File: src/hdl/rle_pkg.sv
package rle_pkg;

  // Longest run a count may ask for
  localparam int unsigned MAX_RUN = 10;
  // Width of the two length counters
  localparam int unsigned LENGTH_BITS = 32;

  // Run count saturates one above the longest legal run
  localparam int unsigned CNT_W = $clog2(MAX_RUN + 2);
  // Width of the shared adder's increment operand
  localparam int unsigned ADD_W = 2;

  // Decimal base of the count digits
  localparam int unsigned DEC_BASE = 10;
  // Largest count that still fits in one digit
  localparam int unsigned ONE_DIGIT_MAX = 9;

  localparam logic [7:0] CHAR_ZERO  = 8'h30;
  localparam logic [7:0] CHAR_NINE  = 8'h39;
  localparam logic [7:0] CHAR_SPACE = 8'h20;
  localparam logic [7:0] CHAR_DASH  = 8'h2d;
  localparam logic [7:0] CHAR_DEL   = 8'h7f;

  // Result status codes
  localparam logic [1:0] ST_DATA = 2'd0;
  localparam logic [1:0] ST_DONE = 2'd1;
  localparam logic [1:0] ST_ERR  = 2'd2;

  typedef enum logic [1:0] {
    PH_START = 2'd0,
    PH_COUNT = 2'd1,
    PH_CHAR  = 2'd2,
    PH_LIT   = 2'd3
  } phase_e;

  typedef enum logic [1:0] {
    ACT_NONE = 2'd0,
    ACT_RUN  = 2'd1,
    ACT_DONE = 2'd2,
    ACT_ERR  = 2'd3
  } action_e;

  // Decision of the parser for one input word
  typedef struct packed {
    action_e            act;
    phase_e             phase;
    logic [CNT_W-1:0]   count;
    logic [ADD_W-1:0]   pack_add;
  } rle_step_t;

endpackage

File: src/hdl/rle_sat_add.sv
module rle_sat_add import rle_pkg::*; (
  input  logic [LENGTH_BITS-1:0] a_i,
  input  logic [ADD_W-1:0]       b_i,
  output logic [LENGTH_BITS-1:0] sum_o
);

  logic [LENGTH_BITS:0] wide;

  // Add a small step and clamp at the all-ones value
  always_comb begin
    wide = {1'b0, a_i} + (LENGTH_BITS + 1)'(b_i);
    if (wide[LENGTH_BITS]) begin
      sum_o = '1;
    end else begin
      sum_o = wide[LENGTH_BITS-1:0];
    end
  end

endmodule

File: src/hdl/rle_parse.sv
module rle_parse import rle_pkg::*; (
  input  phase_e           phase_i,
  input  logic [CNT_W-1:0] count_i,
  input  logic [7:0]       byte_i,
  output rle_step_t        step_o
);

  localparam int unsigned VW = CNT_W + 8;

  logic          is_ctrl;
  logic          is_space;
  logic          is_digit;
  logic          is_dash;
  logic [VW-1:0] base;
  logic [VW-1:0] acc;
  logic [CNT_W-1:0] acc_sat;
  logic          count_bad;
  logic [ADD_W-1:0] close_add;

  // Classify the incoming word
  always_comb begin
    is_ctrl  = (byte_i < CHAR_SPACE) || (byte_i == CHAR_DEL);
    is_space = (byte_i == CHAR_SPACE);
    is_digit = (byte_i >= CHAR_ZERO) && (byte_i <= CHAR_NINE);
    is_dash  = (byte_i == CHAR_DASH);
  end

  // Accumulate one decimal digit, saturating one above the longest run
  always_comb begin
    base = (phase_i == PH_START) ? '0 : VW'(count_i);
    acc  = base * VW'(DEC_BASE) + VW'(byte_i - CHAR_ZERO);
    if (acc > VW'(MAX_RUN)) begin
      acc_sat = CNT_W'(MAX_RUN + 1);
    end else begin
      acc_sat = acc[CNT_W-1:0];
    end
    count_bad = (count_i == '0) || (VW'(count_i) > VW'(MAX_RUN));
    close_add = (VW'(count_i) > VW'(ONE_DIGIT_MAX)) ? ADD_W'(2) : ADD_W'(1);
  end

  // Decide the next phase and what the word causes
  always_comb begin
    step_o.act      = ACT_NONE;
    step_o.phase    = phase_i;
    step_o.count    = count_i;
    step_o.pack_add = '0;
    unique case (phase_i)
      PH_START: begin
        if (is_ctrl) begin
          step_o.act = ACT_DONE;
        end else if (is_space) begin
          step_o.act = ACT_NONE;
        end else if (!is_digit) begin
          step_o.act = ACT_ERR;
        end else begin
          step_o.count = acc_sat;
          step_o.phase = PH_COUNT;
        end
      end
      PH_COUNT: begin
        if (is_ctrl) begin
          step_o.act = ACT_ERR;
        end else if (is_digit) begin
          step_o.count = acc_sat;
        end else if (count_bad) begin
          step_o.act = ACT_ERR;
        end else if (is_space) begin
          step_o.pack_add = close_add;
          step_o.phase    = PH_CHAR;
        end else if (is_dash) begin
          step_o.pack_add = close_add + ADD_W'(1);
          step_o.phase    = PH_LIT;
        end else begin
          step_o.act      = ACT_RUN;
          step_o.pack_add = close_add + ADD_W'(1);
          step_o.phase    = PH_START;
          step_o.count    = '0;
        end
      end
      PH_CHAR: begin
        if (is_ctrl) begin
          step_o.act = ACT_ERR;
        end else if (is_space) begin
          step_o.act = ACT_NONE;
        end else if (is_dash) begin
          step_o.pack_add = ADD_W'(1);
          step_o.phase    = PH_LIT;
        end else begin
          step_o.act      = ACT_RUN;
          step_o.pack_add = ADD_W'(1);
          step_o.phase    = PH_START;
          step_o.count    = '0;
        end
      end
      PH_LIT: begin
        if (is_ctrl) begin
          step_o.act = ACT_ERR;
        end else if (is_space) begin
          step_o.act = ACT_NONE;
        end else begin
          step_o.act      = ACT_RUN;
          step_o.pack_add = ADD_W'(1);
          step_o.phase    = PH_START;
          step_o.count    = '0;
        end
      end
      default: begin
        step_o.act = ACT_ERR;
      end
    endcase
  end

endmodule

File: src/hdl/rle_text_decoder_unit.sv
// Run-length text decoder. Compressed text enters one byte per accepted word;
// each pair is a decimal count of 1 to 10 followed by a character, and a '-'
// in the character position makes the next byte the literal. Spaces between
// symbols are skipped. A byte that completes a pair of count n is parsed, then
// its n copies are emitted, one per cycle while the output is not stalled,
// because a single saturating adder updates the compressed length on the parse
// cycle and the expanded length on every copy. Input is stalled meanwhile.
// Each result carries both running lengths. A control byte at a pair boundary
// yields a done result; a control byte inside a pair, a count of zero or
// above ten, or a non-digit where a count is due yields an error result.
// Either one clears the lengths and starts a new stream.
module rle_text_decoder_unit import rle_pkg::*; (
  input  logic        clk_i,
  input  logic        rst_ni,
  input  logic        in_valid_i,
  output logic        in_stall_o,
  input  logic [7:0]  in_byte_i,
  output logic        out_valid_o,
  input  logic        out_stall_i,
  output logic [7:0]  out_byte_o,
  output logic        run_last_o,
  output logic [1:0]  status_o,
  output logic [31:0] compressed_length_o,
  output logic [31:0] expanded_length_o
);

  typedef enum logic {
    S_IDLE = 1'b0,
    S_RUN  = 1'b1
  } state_e;

  function automatic logic [31:0] len_out(input logic [LENGTH_BITS-1:0] v);
    logic [63:0] t;
    t = 64'(v);
    return t[31:0];
  endfunction

  state_e                 state_q, state_d;
  phase_e                 phase_q, phase_d;
  logic [CNT_W-1:0]       count_q, count_d;
  logic [CNT_W-1:0]       remain_q, remain_d;
  logic [7:0]             char_q, char_d;
  logic [LENGTH_BITS-1:0] packed_q, packed_d;
  logic [LENGTH_BITS-1:0] unpacked_q, unpacked_d;

  logic                   out_valid_q, out_valid_d;
  logic [7:0]             out_byte_q, out_byte_d;
  logic                   run_last_q, run_last_d;
  logic [1:0]             status_q, status_d;
  logic [31:0]            comp_len_q, comp_len_d;
  logic [31:0]            exp_len_q, exp_len_d;

  rle_step_t              step;
  logic                   out_free;
  logic                   in_take;
  logic [LENGTH_BITS-1:0] add_a;
  logic [ADD_W-1:0]       add_b;
  logic [LENGTH_BITS-1:0] add_sum;

  rle_parse u_parse (
    .phase_i (phase_q),
    .count_i (count_q),
    .byte_i  (in_byte_i),
    .step_o  (step)
  );

  // Share one saturating adder between both length counters
  assign add_a = (state_q == S_RUN) ? unpacked_q : packed_q;
  assign add_b = (state_q == S_RUN) ? ADD_W'(1) : step.pack_add;

  rle_sat_add u_sat_add (
    .a_i   (add_a),
    .b_i   (add_b),
    .sum_o (add_sum)
  );

  assign out_free   = !out_valid_q || !out_stall_i;
  assign in_stall_o = !((state_q == S_IDLE) && out_free);
  assign in_take    = in_valid_i && !in_stall_o;

  // Sequence parsing and run emission
  always_comb begin
    state_d     = state_q;
    phase_d     = phase_q;
    count_d     = count_q;
    remain_d    = remain_q;
    char_d      = char_q;
    packed_d    = packed_q;
    unpacked_d  = unpacked_q;
    out_valid_d = out_valid_q;
    out_byte_d  = out_byte_q;
    run_last_d  = run_last_q;
    status_d    = status_q;
    comp_len_d  = comp_len_q;
    exp_len_d   = exp_len_q;

    // Drop the output word once taken
    if (out_valid_q && !out_stall_i) begin
      out_valid_d = 1'b0;
    end

    unique case (state_q)
      S_IDLE: begin
        if (in_take) begin
          unique case (step.act)
            ACT_NONE: begin
              phase_d  = step.phase;
              count_d  = step.count;
              packed_d = add_sum;
            end
            ACT_RUN: begin
              packed_d = add_sum;
              char_d   = in_byte_i;
              remain_d = count_q;
              phase_d  = PH_START;
              count_d  = '0;
              state_d  = S_RUN;
            end
            ACT_DONE, ACT_ERR: begin
              out_valid_d = 1'b1;
              out_byte_d  = '0;
              run_last_d  = 1'b0;
              status_d    = (step.act == ACT_DONE) ? ST_DONE : ST_ERR;
              comp_len_d  = len_out(packed_q);
              exp_len_d   = len_out(unpacked_q);
              phase_d     = PH_START;
              count_d     = '0;
              packed_d    = '0;
              unpacked_d  = '0;
            end
            default: begin
              state_d = S_IDLE;
            end
          endcase
        end
      end
      S_RUN: begin
        // Emit one copy per free output slot
        if (out_free) begin
          unpacked_d  = add_sum;
          out_valid_d = 1'b1;
          out_byte_d  = char_q;
          run_last_d  = (remain_q == CNT_W'(1));
          status_d    = ST_DATA;
          comp_len_d  = len_out(packed_q);
          exp_len_d   = len_out(add_sum);
          remain_d    = remain_q - CNT_W'(1);
          if (remain_q == CNT_W'(1)) begin
            state_d = S_IDLE;
          end
        end
      end
      default: begin
        state_d = S_IDLE;
      end
    endcase
  end

  // Hold state and the output valid flag
  always_ff @(posedge clk_i or negedge rst_ni) begin
    if (!rst_ni) begin
      state_q     <= S_IDLE;
      phase_q     <= PH_START;
      count_q     <= '0;
      remain_q    <= '0;
      packed_q    <= '0;
      unpacked_q  <= '0;
      out_valid_q <= 1'b0;
    end else begin
      state_q     <= state_d;
      phase_q     <= phase_d;
      count_q     <= count_d;
      remain_q    <= remain_d;
      packed_q    <= packed_d;
      unpacked_q  <= unpacked_d;
      out_valid_q <= out_valid_d;
    end
  end

  // Advance payload registers
  always_ff @(posedge clk_i) begin
    char_q     <= char_d;
    out_byte_q <= out_byte_d;
    run_last_q <= run_last_d;
    status_q   <= status_d;
    comp_len_q <= comp_len_d;
    exp_len_q  <= exp_len_d;
  end

  assign out_valid_o         = out_valid_q;
  assign out_byte_o          = out_byte_q;
  assign run_last_o          = run_last_q;
  assign status_o            = status_q;
  assign compressed_length_o = comp_len_q;
  assign expanded_length_o   = exp_len_q;

endmodule
File: config.mk
export PLATFORM = sky130hd
export DESIGN_NAME = rle_text_decoder_unit
export DESIGN_NICKNAME = d
export VERILOG_FILES = /design/src/hdl/rle_pkg.sv /design/src/hdl/rle_sat_add.sv /design/src/hdl/rle_parse.sv /design/src/hdl/rle_text_decoder_unit.sv
export SDC_FILE = /design/constraint.sdc
export NUM_CORES = 1
export LEC_CHECK = 0
export ABC_AREA = 1
export BUFFER_PORTS_ARGS = -buffer_cell sky130_fd_sc_hd__buf_2
export CAP_MARGIN = 20
export CORE_MARGIN = 3
export CORE_UTILIZATION = 40
export CTS_BUF_LIST = sky130_fd_sc_hd__clkbuf_8
export DETAILED_ROUTE_END_ITERATION = 10
export GPL_TIMING_DRIVEN = 0
export SYNTH_ARGS = -nofsm -noshare
export SYNTH_HDL_FRONTEND = slang
export SYNTH_SLANG_ARGS = --single-unit
File: constraint.sdc
create_clock -name clk_i -period 4.1 [get_ports clk_i]
set_input_delay 0.205 -clock clk_i [delete_from_list [all_inputs] [get_ports clk_i]]
set_output_delay 0.205 -clock clk_i [all_outputs]
set_load 0.01 [all_outputs]
==> reports/summary.txt <==
First-pass GRT wire length = 34,600 µm
WP data arrival = 3.98 ns
Synth Area in Compound Gates = 0.112
Worst skew pair latency = 0.46 ns
Total CTS buffers = 17
Port Buffer Count = 88
EDFF count, synth = 83
# nets final = 1,145
Final wirelength = 20,800 µm
Placed cell area = 0.00937 mm²
Count leader, synth = nand2_1
DRC viols = 0
Core area = 0.0206 mm²
Critical path depth in cells = 25
End of the critical path = expanded_length_o[28]
Fill cells = 2,000
Setup violations, final = 0
Crit path max-delay family = simple AND/OR/NAND/NOR gates
Peak VDD IR = 0.291 mV
Final std cells w/o fill = 1,398
Die X = 152 µm
Synth area leader = edfxtp_1
Worst Tran Pin Value = 0.875 ns
Placed Cells = 1,356
Crit path launch = in_byte_i[4]
Crit path time final = 3.78 ns
Post-DP HPWL = 15,400 µm
Post-synthesis sequential area ratio = 0.515
Status = completed
Initial Utilization = 0.414
CTS tree = built
Total GRT Usage = 0.183
Pin count of the biggest net entering global routing = 68
GRT Residual Overflow = 0
Leakage = 4.74 nW
Worst Reg2Reg Path Length in Cells = 21
Number of global-route vias before repair = 6,824
Synth async-reset ratio = 0.478
Area Growth Syn to Fin = 16.4%
DIE AREA = 0.0231 mm²
Register area = 0.00439 mm²
Synth Flop Type = edfxtp_1
Via count = 6,959
Yosys top cell area share = 0.292
Final hold vios = 0
Clk sinks = 159
Final Util = 0.481
Part of the cycle the worst path needs = 0.923
CP Capture Type = register
CP startpoint kind = input port
Post-synth net total = 1,026
Mux cell area share after synthesis = 0
# rows = 52
Post-Syn Area = 0.00853 mm²
Final instance area = 0.00993 mm²
Syn Inst Count = 996
Top post-synthesis cells by area = edfxtp_1 29%, dfrtp_1 22%, nand2_1 12%
Synth Register Bits = 159
Hold_ws = 0.0304 ns
Worst Skew = 0.0197 ns
Post-synth cell types = 42
Vias/cell = 4.98
Routed len/inst = 14.9 µm
Max Cap Viol = 0
Largest family of logic cells by synthesized area = simple AND/OR/NAND/NOR gates
Antenna violations before repair = 0
FF-to-FF Start = state_q
CP Buf/Inv Count = 3
Clk root buf = clkbuf_8
Critical path class = input port to register
Reg2reg setup slack = 0.38 ns
Slew margin rel. = 0.411
First DRT Iteration DRCs = 414
Worst path most repeated cell = nand2_1
Ys Warns = 0
Multi-input gate area = 0.00353 mm²
Slowest stage delay, CP = 0.53 ns
Simple-gate portion of the synthesized area = 0.250
Critical R2R Capture = expanded_length_o[28]
Req. time, crit path = 4.29 ns
Worst setup margin = 0.316 ns
I/O Pins = 89
Worst Path Max Fanout = 6
Synthesized area per cell = 8.57 µm²
Synth top cells by count = 280 x nand2_1, 124 x inv_1, 83 x edfxtp_1
Final GP Congestion = 0.896
Antenna-violating nets left = 0
Place WS = -0.182 ns
Htree depth = 4
Clk buf depth = 2
Fin. max-slew vios = 0
First-pass iteration count of the detailed router = 5
Die height = 152 µm
Hold crit path type = input port to register
Post-Synth XOR/XNOR Area = 0.0164
Worst-path clk slew = 0.09 ns
Pwr/cell area = 793 mW/mm²
Achievable frequency = 0.264 GHz
Post-Synth Adder-Cell Area = 0.0273
# diodes = 0
Crit-path slowest cell = dlygate4sd3_1
Layout cells sized above 1 = 0.190
-- worst reg2reg max path, cell delays in order (launching register included) --
cell	delay (ns)
dfrtp_1	0.39
buf_6	0.14
buf_6	0.14
buf_6	0.14
buf_6	0.17
clkbuf_4	0.21
o21ai_0	0.23
ha_2	0.23
fa_1	0.22
nand2_1	0.10
nor2_1	0.10
nand2_1	0.12
nor2_4	0.16
nand3_2	0.11
nor2_2	0.14
nand3_2	0.14
nor2_2	0.20
nand2_1	0.08
nand2_1	0.06
nand3_1	0.16
nand2_1	0.11
o21ai_0	0.07
-- area by class of cell --
| class | count | area share |
|---|---|---|
| timing repair buffer | 102 | 0.0610 |
| inverter | 129 | 0.0494 |
| tap | 270 | 0.0340 |
| buffer | 28 | 0.0190 |
| multi-input combinational | 678 | 0.355 |
| clock inverter | 14 | 0.0137 |
| sequential | 159 | 0.443 |
| clock buffer | 18 | 0.0249 |
-- through the flow --
stage                     total power [mW]  TNS (ns)
after floorplan                       5.49         0
after global placement                6.67    -36.10
after detailed placement              6.72     -1.72
after CTS                             7.88         0
after global routing                  8.55   -0.0544
final                                 7.88         0
-- cell usage in the layout (no fill, tap or decap), types with 8 or more instances in the layout --
master and instances:
a21oi_1 20, a22o_1 15, buf_2 91, buf_4 10, buf_6 8, clkbuf_1 9
clkbuf_8 18, dfrtp_1 76, edfxtp_1 83, ha_1 16, inv_1 124, nand2_1 280
nand2_2 10, nand3_1 50, nand4_1 10, nor2_1 70, nor2_2 10, nor2_4 8
o21ai_0 56, o21ai_1 47, o21ai_2 11, or2_2 8, xor2_1 13
-- cells by family (layout without fill, tap and decap cells) --
kind of cell | after synthesis | count (layout)
and+or+nand+nor | 481 | 481
adders and majority gates | 18 | 18
buffers and inverters | 159 | 291
AOI/OAI and AO/OA | 163 | 163
DFF | 159 | 159
xor gates and xnor gates | 16 | 16
-- how the worst min path moves through the flow --
stage	startpoint	depth (start not counted)	end	slack, ns
after floorplan	rst_ni	0	count_q[0]	-0.09
after global placement	in_byte_i[7]	1	char_q[7]	0.44
after detailed placement	rst_ni	1	remain_q[3]	0.06
after CTS	in_byte_i[2]	1	char_q[2]	0.0001
after global routing	in_byte_i[3]	1	char_q[3]	0.002
final	in_byte_i[3]	1	char_q[3]	0.03
-- metal layers --
layer,wire length (µm),vias up,part of all wire,track usage
li1,-,3511,-,-
met1,9640,3296,0.46,0.243
met2,10100,136,0.49,0.311
met3,749,16,0.036,0.0310
met4,264,0,0.013,0.0505
met5,0,-,0,0
-- report_power, final --
group / switching, mW / internal [mW]
combinational: 2.56 / 1.31
sequential: 0.293 / 2.57
clock: 0.623 / 0.509
-- flip-flops by register name (all words and copies together), names as in the netlist --
register,cells
char_q,8
compressed_length_o,32
count_q,4
expanded_length_o,32
out_byte_o,8
out_valid_o,1
packed_q,32
phase_q,2
remain_q,4
run_last_o,1
state_q,1
status_o,2
unpacked_q,32
-- repair_timing --
item,CTS,global route
endpoints found under the hold margin,82,0
buffers inserted,0,5
endpoints found under the setup margin,36,70
pin swaps,0,2
hold buffers,7,0
gates resized for setup,2,22
Power figures use the tool's default switching activity.
